### src/hdl/spjq_pkg.sv
// Package for the sorted priority job queue.
// Holds status and mode codes, field widths and the cell control struct; no dependencies.
`timescale 1ns / 1ps
`default_nettype none

package spjq_pkg;

  localparam int unsigned JobW  = 16;
  localparam int unsigned PrioW = 8;
  localparam int unsigned OccW  = 4;

  typedef enum logic [1:0] {
    ST_INSERTED = 2'd0,
    ST_FULL     = 2'd1,
    ST_REMOVED  = 2'd2,
    ST_EMPTY    = 2'd3
  } spjq_status_e;

  typedef enum logic {
    MODE_INSERT = 1'b0,
    MODE_REMOVE = 1'b1
  } spjq_mode_e;

  // Per-cycle command broadcast to every cell
  typedef struct packed {
    logic ins;  // insert a new job into the sorted row
    logic del;  // remove the head, each cell takes its right neighbor (the last cell holds)
  } spjq_ctrl_t;

endpackage

`default_nettype wire

### src/hdl/spjq_cell.sv
// One slot of the sorted row: a job number and a priority.
// Depends on spjq_pkg for widths and the control struct.
`timescale 1ns / 1ps
`default_nettype none

module spjq_cell
  import spjq_pkg::*;
(
  input  wire logic             clk_i,
  input  wire spjq_ctrl_t       ctrl_i,
  input  wire logic             occupied_i,
  input  wire logic [JobW-1:0]  new_job_i,
  input  wire logic [PrioW-1:0] new_prio_i,
  input  wire logic             left_keep_i,
  input  wire logic [JobW-1:0]  left_job_i,
  input  wire logic [PrioW-1:0] left_prio_i,
  input  wire logic [JobW-1:0]  right_job_i,
  input  wire logic [PrioW-1:0] right_prio_i,
  output logic                  keep_o,
  output logic [JobW-1:0]       job_o,
  output logic [PrioW-1:0]      prio_o
);

  logic [JobW-1:0]  job_q, job_d;
  logic [PrioW-1:0] prio_q, prio_d;

  // Held job stays ahead of the new one: equal priority keeps arrival order
  assign keep_o = occupied_i && (prio_q <= new_prio_i);

  // Insert: keep, take the new job at the boundary, or shift up from the left.
  // Remove: shift down from the right.
  always_comb begin
    job_d  = job_q;
    prio_d = prio_q;
    if (ctrl_i.del) begin
      job_d  = right_job_i;
      prio_d = right_prio_i;
    end else if (ctrl_i.ins && !keep_o) begin
      if (left_keep_i) begin
        job_d  = new_job_i;
        prio_d = new_prio_i;
      end else begin
        job_d  = left_job_i;
        prio_d = left_prio_i;
      end
    end
  end

  // Payload only, no reset needed
  always_ff @(posedge clk_i) begin
    job_q  <= job_d;
    prio_q <= prio_d;
  end

  assign job_o  = job_q;
  assign prio_o = prio_q;

endmodule

`default_nettype wire

### src/hdl/sorted_priority_job_queue_top.sv
// Top level of the sorted priority job queue: a row of DEPTH spjq_cell slots,
// a fill count and a registered result. Depends on spjq_pkg and spjq_cell.
//
//  channel | direction | handshake                | payload
//  --------+-----------+--------------------------+------------------------------------
//  in      | input     | in_valid_i / in_ready_o  | mode, job_number, priority_req
//  out     | output    | out_valid_o / out_ready_i| status, removed_job, removed_priority,
//          |           |                          | occupancy
//
// For each item every cell compares and shifts in parallel, and
// the result lands in the output register on the accept edge.
// A new item is taken whenever the output register is empty or being drained,
// so items flow one per cycle while the output side keeps up.
// A stalled output holds its result and blocks input until it is taken.
// Reset clears the fill count and the output valid; slot contents stay undefined.
`timescale 1ns / 1ps
`default_nettype none

module sorted_priority_job_queue_top
  import spjq_pkg::*;
#(
  parameter int unsigned DEPTH = 8
) (
  input  wire logic             clk_i,
  input  wire logic             rst_ni,
  input  wire logic             in_valid_i,
  output logic                  in_ready_o,
  input  wire logic             mode_i,
  input  wire logic [JobW-1:0]  job_number_i,
  input  wire logic [PrioW-1:0] priority_req_i,
  output logic                  out_valid_o,
  input  wire logic             out_ready_i,
  output logic [1:0]            status_o,
  output logic [JobW-1:0]       removed_job_o,
  output logic [PrioW-1:0]      removed_priority_o,
  output logic [OccW-1:0]       occupancy_o
);

  localparam int unsigned CntW = $clog2(DEPTH + 1);
  localparam logic [CntW-1:0] DepthC = CntW'(DEPTH);

  logic            accept;
  logic            is_full, is_empty;
  spjq_ctrl_t      ctrl;
  logic [CntW-1:0] count_q, count_d;

  logic                  out_valid_q;
  spjq_status_e          status_q, status_d;
  logic [JobW-1:0]       rjob_q, rjob_d;
  logic [PrioW-1:0]      rprio_q, rprio_d;
  logic [CntW+OccW-1:0]  count_ext;

  logic [DEPTH-1:0]      keep;
  logic [JobW-1:0]       job   [DEPTH];
  logic [PrioW-1:0]      prio  [DEPTH];

  assign in_ready_o = !out_valid_q || out_ready_i;
  assign accept     = in_valid_i && in_ready_o;
  assign is_full    = (count_q >= DepthC);
  assign is_empty   = (count_q == '0);

  // Command to the row
  assign ctrl.ins = accept && (mode_i == MODE_INSERT) && !is_full;
  assign ctrl.del = accept && (mode_i == MODE_REMOVE) && !is_empty;

  // Row of cells; cell 0 sees a keeping left neighbor, the last cell holds on remove
  for (genvar i = 0; i < DEPTH; i++) begin : g_cell
    localparam logic [CntW-1:0] Idx = CntW'(i);
    logic             left_keep;
    logic [JobW-1:0]  left_job, right_job;
    logic [PrioW-1:0] left_prio, right_prio;

    if (i == 0) begin : g_first
      assign left_keep = 1'b1;
      assign left_job  = job[i];
      assign left_prio = prio[i];
    end else begin : g_mid
      assign left_keep = keep[i-1];
      assign left_job  = job[i-1];
      assign left_prio = prio[i-1];
    end

    if (i == DEPTH - 1) begin : g_last
      assign right_job  = job[i];
      assign right_prio = prio[i];
    end else begin : g_inner
      assign right_job  = job[i+1];
      assign right_prio = prio[i+1];
    end

    spjq_cell u_cell (
      .clk_i        (clk_i),
      .ctrl_i       (ctrl),
      .occupied_i   (Idx < count_q),
      .new_job_i    (job_number_i),
      .new_prio_i   (priority_req_i),
      .left_keep_i  (left_keep),
      .left_job_i   (left_job),
      .left_prio_i  (left_prio),
      .right_job_i  (right_job),
      .right_prio_i (right_prio),
      .keep_o       (keep[i]),
      .job_o        (job[i]),
      .prio_o       (prio[i])
    );
  end

  // Fill count and result
  always_comb begin
    count_d  = count_q;
    status_d = status_q;
    rjob_d   = rjob_q;
    rprio_d  = rprio_q;
    if (accept) begin
      rjob_d  = '0;
      rprio_d = '0;
      if (mode_i == MODE_INSERT) begin
        if (is_full) begin
          status_d = ST_FULL;
        end else begin
          status_d = ST_INSERTED;
          count_d  = count_q + 1'b1;
        end
      end else begin
        if (is_empty) begin
          status_d = ST_EMPTY;
        end else begin
          status_d = ST_REMOVED;
          rjob_d   = job[0];
          rprio_d  = prio[0];
          count_d  = count_q - 1'b1;
        end
      end
    end
  end

  always_ff @(posedge clk_i or negedge rst_ni) begin
    if (!rst_ni) begin
      count_q     <= '0;
      out_valid_q <= 1'b0;
    end else begin
      count_q <= count_d;
      if (accept) begin
        out_valid_q <= 1'b1;
      end else if (out_ready_i) begin
        out_valid_q <= 1'b0;
      end
    end
  end

  // Result payload
  always_ff @(posedge clk_i) begin
    status_q <= status_d;
    rjob_q   <= rjob_d;
    rprio_q  <= rprio_d;
  end

  assign count_ext          = {{OccW{1'b0}}, count_q};
  assign out_valid_o        = out_valid_q;
  assign status_o           = status_q;
  assign removed_job_o      = rjob_q;
  assign removed_priority_o = rprio_q;
  assign occupancy_o        = count_ext[OccW-1:0];

  // Checks
  a_count_bound: assert property (@(posedge clk_i) disable iff (!rst_ni)
    count_q <= DepthC)
    else $error("fill count above depth");

  a_accept_valid: assert property (@(posedge clk_i) disable iff (!rst_ni)
    accept |=> out_valid_q)
    else $error("accepted item produced no result");

  a_refused_stable: assert property (@(posedge clk_i) disable iff (!rst_ni)
    (accept && (mode_i == MODE_INSERT) && is_full) |=> (count_q == $past(count_q)))
    else $error("refused insert changed the fill count");

  a_ins_count: assert property (@(posedge clk_i) disable iff (!rst_ni)
    ctrl.ins |=> (count_q == $past(count_q) + 1'b1))
    else $error("insert did not grow the fill count");

  a_empty_zero: assert property (@(posedge clk_i) disable iff (!rst_ni)
    (out_valid_q && (status_q == ST_EMPTY)) |-> (rjob_q == '0 && rprio_q == '0))
    else $error("empty result carries a job");

endmodule

`default_nettype wire

### config.mk
export PLATFORM = sky130hd
export DESIGN_NAME = sorted_priority_job_queue_top
export DESIGN_NICKNAME = d
export VERILOG_FILES = /design/src/hdl/spjq_pkg.sv /design/src/hdl/spjq_cell.sv /design/src/hdl/sorted_priority_job_queue_top.sv
export SDC_FILE = /design/constraint.sdc
export NUM_CORES = 1
export LEC_CHECK = 0
export BUFFER_PORTS_ARGS = -buffer_cell sky130_fd_sc_hd__buf_2
export CORE_MARGIN = 2
export CORE_UTILIZATION = 32
export DETAILED_ROUTE_END_ITERATION = 16
export SLEW_MARGIN = 30
export SYNTH_ARGS = -nofsm -noshare
export SYNTH_HDL_FRONTEND = slang
export SYNTH_SLANG_ARGS = --single-unit
export TNS_END_PERCENT = 5
### constraint.sdc
create_clock -name clk_i -period 5.6 [get_ports clk_i]
set_input_delay 1.12 -clock clk_i [delete_from_list [all_inputs] [get_ports clk_i]]
set_output_delay 1.12 -clock clk_i [all_outputs]
set_load 0.01 [all_outputs]
* Word-level counts from Yosys, hierarchy flattened
Index checks and enable logic that the tools add are counted.
W data, S select, Z words.
** Cells by class
- Div/mod/pow operators :: 0
- Shift operators :: 0
- Multipliers :: 0
- $add $sub $neg :: 2
- Equal/unequal tests :: 2
- Reductions and logical operators :: 45
- Bitwise gates (word level) :: 2
- Magnitude comparators :: 17
- Muxes and demuxes :: 50
** Operators by type and width (number)
- $mux W16 :: 21
- $mux W8 :: 21
- $le A8 B8 Y1 :: 8
- $logic_and A1 B1 Y1 :: 21
- $lt A3 B4 Y1 const A :: 4
- $reduce_bool A2 Y1 :: 8
- $mux W4 :: 3
- $logic_not A1 Y1 :: 11
- $lt A1 B4 Y1 const A :: 2
- $lt A2 B4 Y1 const A :: 2
- $add A4 B1 Y4 const B :: 1
- $ge A4 B4 Y1 const B :: 1
- $logic_not A4 Y1 :: 1
- $mux W1 :: 4
- $ne A2 B2 Y1 const B :: 2
- $sub A4 B1 Y4 const B :: 1
- $reduce_and A3 Y1 :: 1
- $mux W2 :: 1
- $not A1 Y1 :: 2
- $reduce_and A2 Y1 :: 1
- $reduce_or A2 Y1 :: 1
- $logic_or A1 B1 Y1 :: 1
** Storage, ports and cells
- Memories :: 0
- Bits in read-only memories :: 0
- Latch bits :: 0
- Memory bits (writable) :: 0
- Logic and storage cells :: 139
- Register bits after elaboration :: 223

* Logic depth before layout (Yosys ltp)
- Word-level depth :: 8
- Gate-level depth with buffers :: 9
- Mapped depth without buffers :: 7

* Modules after synthesis
A second synthesis with hierarchy kept.
** Second synthesis, totals
- Cell total of the unflattened synthesis :: 1196
- Area total of the unflattened synthesis :: 13309.0 um^2
** Modules (own cells, without submodules)
- spjq_cell :: area an instance 1493.9 um^2, cells each 137, times used 8, seq. area each 720.7 um^2
- sorted_priority_job_queue_top :: area an instance 1357.6 um^2, cells each 100, times used 1, seq. area each 905.9 um^2

* Worst setup path before layout
OpenSTA, ideal clock, no wires.
- Path type :: input to register
- Start point :: input priority_req_i[1]
- End point :: register g_cell[4].u_cell.job_q[0], enable pin
- Setup time :: 0.438 ns
- Stages :: 9
- Data required time :: 5.162 ns
- Path slack :: 0.846 ns
- Arrival time :: 4.316 ns
- Cell sequence :: inv_1 -> ha_1 -> nor2b_1 -> o211ai_1 -> a211oi_2 -> buf_4 -> clkbuf_1 -> nor3_1 -> o21ai_0
** On the way
- Longest elaborated chain between the ends :: 5
** RTL lines
- start: declaration :: RTL line sorted_priority_job_queue_top.sv:30 : input wire logic [PrioW-1:0] priority_req_i,
- $le A8 B8 Y1 :: RTL line spjq_cell.sv:28 : assign keep_o = occupied_i && (prio_q <= new_prio_i);
- $logic_and A1 B1 Y1 :: RTL line spjq_cell.sv:28
- $logic_not A1 Y1 :: RTL line spjq_cell.sv:38 : end else if (ctrl_i.ins && !keep_o) begin
- $logic_and A1 B1 Y1 :: RTL line spjq_cell.sv:38
- $reduce_bool A2 Y1 (no source line)
- end signal: assignment :: RTL line spjq_cell.sv:51 : job_q <= job_d;
- end: declaration :: RTL line spjq_cell.sv:24 : logic [JobW-1:0] job_q, job_d;
No other way between the ends.
A chain may end at the register's enable or synchronous reset.

* Worst setup path in the final report
- Start point :: input priority_req_i[6]
- End point :: register g_cell[2].u_cell.job_q[1], enable pin
** On the way
- Longest elaborated chain between the ends :: 5
** RTL lines (RTL line)
- $le A8 B8 Y1 :: spjq_cell.sv:28
- $logic_and A1 B1 Y1 :: spjq_cell.sv:28
- $logic_not A1 Y1 :: spjq_cell.sv:38
- $logic_and A1 B1 Y1 :: spjq_cell.sv:38
- $reduce_bool A2 Y1 (no source line)
- end signal: assignment :: spjq_cell.sv:51
- end: declaration :: spjq_cell.sv:24
No other way between the ends.

==> results.md <==
- Vias in the first global route: approximately 11000
- Peak supply drop: a little over 0.0002 V
- Status: complete, no violations
- Post-route ant nets: 0
- XOR/XNOR Fraction of Synth Area: 0.259%
- Hpwl dp: between 20 and 30 mm
- Startpoint Class: primary input
- Post-layout min period: around 3600 ps
- Core area: around 42000 sq um
- Synth area leaders: edfxtp_1 48%, o211ai_1 5.8%, ha_1 5.6%, o31ai_1 5.3%, or4b_1 4.7%
- CP Class: primary input to register
- Synth Instances: around 1300
- Initial antenna violation count: 3
- Flop pwr share: 38.7%
- Post-Route Skew: ~18 ps
- Pins Over Slew Limit: 0
- CP most frequent cell: buf_4
- Pre-antenna DRT Iters: 5
- Synth Flop Type: edfxtp_1
- Static leakage: roughly 5.5 nW
- Drt total wl: 38.9 mm
- Num CTS Buffers: 26
- Initial core utilization: between 30% and 40%
- CTS clk-pin slew, worst paths: 60 ps
- Syn_nets: 1412
- Post-CTS setup buffers: 0
- Sw Share: 36.9%
- Port Buf Inserts: 60
- Number of synthesized flops with an enable pin: about 220
- GPL Wtd Cong: 0.842
- CP Capture Type: register
- Min-delay worst type: primary input to asynchronous set/reset pin
- Share of layout cells above drive strength 1: a little over an eighth
- CTS tree: yes
- Endpoints failing hold: 0
- Post-layout nets: 1401
- 1st-iter DRT viols: 745
- Unique masters post-synth: between 40 and 50
- Comb pwr share: about 36%
- Worst R2R Path Depth: 8
- Hold_buf cts: 0
- # rows: between 70 and 80
- Largest net degree at the start of global routing: 77
- Warnings from Yosys: 0
- Share of flip-flops with an asynchronous set or reset: about 2.2%
- Setup TNS: 0 ps
- Slew margin rel.: between 30% and 40%
- Power Total: just under 7 mW
- Yosys top cell area share: 48.4%
- Max FO, Critical Path: 30
- RSZ-0062 raised after global routing: false
- Synthesized-area fraction occupied by and/or/nand/nor cells: between 20% and 30%
- Final setup fails: 0
- Die Height: roughly 210 um
- Longest Clk Path Bufs: 3
- Synth Area in Adders: 5.55%
- CTS Sinks: 223
- Post-synthesis compound-gate area fraction: about a fifth
- Post-synth top area cell: edfxtp_1
- Mean area per synthesized cell: just over 10 sq um
- Switching power: between 2 and 3 mW
- H-tree depth: 1
- Die Width: 210 um
- Via/cell ratio: around 5.8
- Commonest non-fill, non-tap cells in the layout: 218 x edfxtp_1, 150 x nand2_1, 105 x o211ai_1
- WHS: around 380 ps
- Die area: roughly 44000 sq um
- Post-cts resize count: 0
- Post-DR wirelength/cell: between 20 and 25 um
- Post-synth design cell area: ~14000 sq um
- Main combinational cell family by area after synthesis: simple AND/OR/NAND/NOR gates
- Peak per-stage delay on the critical path: ~540 ps
- Worst path required time: a little under 6000 ps
- Seq cells post-synth: 223
- Skew-Pair Late Insertion Delay: around 550 ps
- # DRC: 0
- I/O Pins: between 60 and 70
- Max cap viols: 0
- Maximum clock rate: 279 MHz
- Worst path cell trace: buf_2 > inv_1 > ha_1 > nand4_1 > nor2_1 > a211oi_4 > buf_4 > nor3_1 > o21ai_2 > buf_4
- GRT overflow: 0
- Post-synthesis mux area share: less than 1%
- Clock power frac: between 20% and 30%
- Cell Pwr Density: ~450 nW/um^2
- Period utilization: 64.0%
- Internal: between 4 and 5 mW
- Clock root cell: clkbuf_16
- Layout Area Growth over Synthesis: 12.5%
- Sequential-to-total area share from yosys stat: 49.3%
- DR vias: approximately 11000
- Commonest non-fill, non-tap cell in the layout: edfxtp_1
- Global-route wire length before repair: 61.5 mm
- Worst-Margin Slew: a little under 1000 ps
- Critical Path AT: about 3800 ps
- Worst path slowest cell: a211oi_4
- GRT Overall Usage: 17.4%
-- final timing paths --
check / startpoint / end / slack (ps)
max: priority_req_i[6] / g_cell[2].u_cell.job_o[1] / 2020
min: rst_ni / occupancy_o[3] / 380
max reg2reg: occupancy_o[1] / g_cell[1].u_cell.job_o[4] / 2090
min reg2reg: g_cell[1].u_cell.job_o[9] / g_cell[0].u_cell.job_o[9] / 560
max in group asynchronous: rst_ni / occupancy_o[1] / 5090
min in group clk_i: g_cell[1].u_cell.job_o[9] / g_cell[0].u_cell.job_o[9] / 560
-- registers in the layout, indices dropped and copies added (netlist names) --
| register | count |
|---|---|
| g_cell.u_cell.prio_o | 64 |
| g_cell.u_cell.job_o | 128 |
| removed_priority_o | 8 |
| out_valid_o | 1 |
| occupancy_o | 4 |
| status_o | 2 |
| removed_job_o | 16 |
-- metal layers --
metal  share of wire, %  global-route usage, %
met1                 42                   21.9
met2                 51                   31.5
met3                4.3                   2.11
met4                2.4                   4.60
met5              0.093                      0
-- synth_stat cells (2+ instances only) --
master and instances:
edfxtp_1 218, nand2_1 150, o211ai_1 105, nor2_1 103
a31oi_1 96, o31ai_1 96, clkbuf_1 69, or4b_1 64
ha_1 60, buf_2 59, nand3_1 55, or3_1 33
or4_1 29, nand4_1 27, a21oi_1 25, and3_1 23
inv_1 21, o21ai_0 15, nor2b_1 8, a21o_1 7
nor3_1 7, a211oi_2 6, dfrtp_1 5, o21a_1 4
or4b_2 4, buf_1 3, buf_4 3, nand2b_1 3
o21ai_1 3, xor2_1 3, and2_1 2, buf_6 2
mux2i_1 2, nor2_2 2
-- kinds of logic (layout without fill, tap and decap cells) --
logic type / after synthesis / in the layout
AOI/OAI and AO/OA: 362 / 362
buffers and inverters: 158 / 166
DFF: 223 / 223
xor gates and xnor gates: 4 / 4
other: 0 / 1
adders and majority gates: 60 / 60
muxes: 2 / 2
and+or+nand+nor: 514 / 514
-- critical path: cells and delay by family --
family	cells	cell delay (ps)
buf+inv	4	1230
fa+ha+maj	1	330
compound gates	2	680
simple gates	3	400
-- layout make-up --
| cell class | count | area, sq um |
|---|---|---|
| well taps | 539 | 674 |
| clock buffers | 31 | 669 |
| inverters | 21 | 78.8 |
| fillers | 4177 | 26600 |
| repair buffers | 98 | 636 |
| clock inverters | 16 | 201 |
| multi-input cells | 942 | 6280 |
| diodes | 1 | 2.50 |
| flip-flops and latches | 223 | 6670 |
-- power by group through the flow --
stage	sequential (mW)	combinational [mW]	clock [mW]
2_1_floorplan	2.60	1.82	0
3_3_place_gp	2.71	2.36	0
3_5_place_dp	2.71	2.43	0
4_1_cts	2.68	2.45	1.80
5_1_grt	2.72	2.75	1.86
6_report	2.68	2.46	1.77
-- metrics by stage --
stage | cell area (sq um) | util [%] | setup slack, ps | instances
global route | 15200 | 36.3 | 1780 | 1870
detailed placement | 14300 | 34.2 | 1490 | 1822
finish | 15200 | 36.3 | 2020 | 1871
global placement | 14300 | 34.2 | 1530 | 1822
floorplan | 13500 | - | 846 | 1323
CTS | 15200 | 36.3 | 1730 | 1869
(Power assumes the default switching activity.)
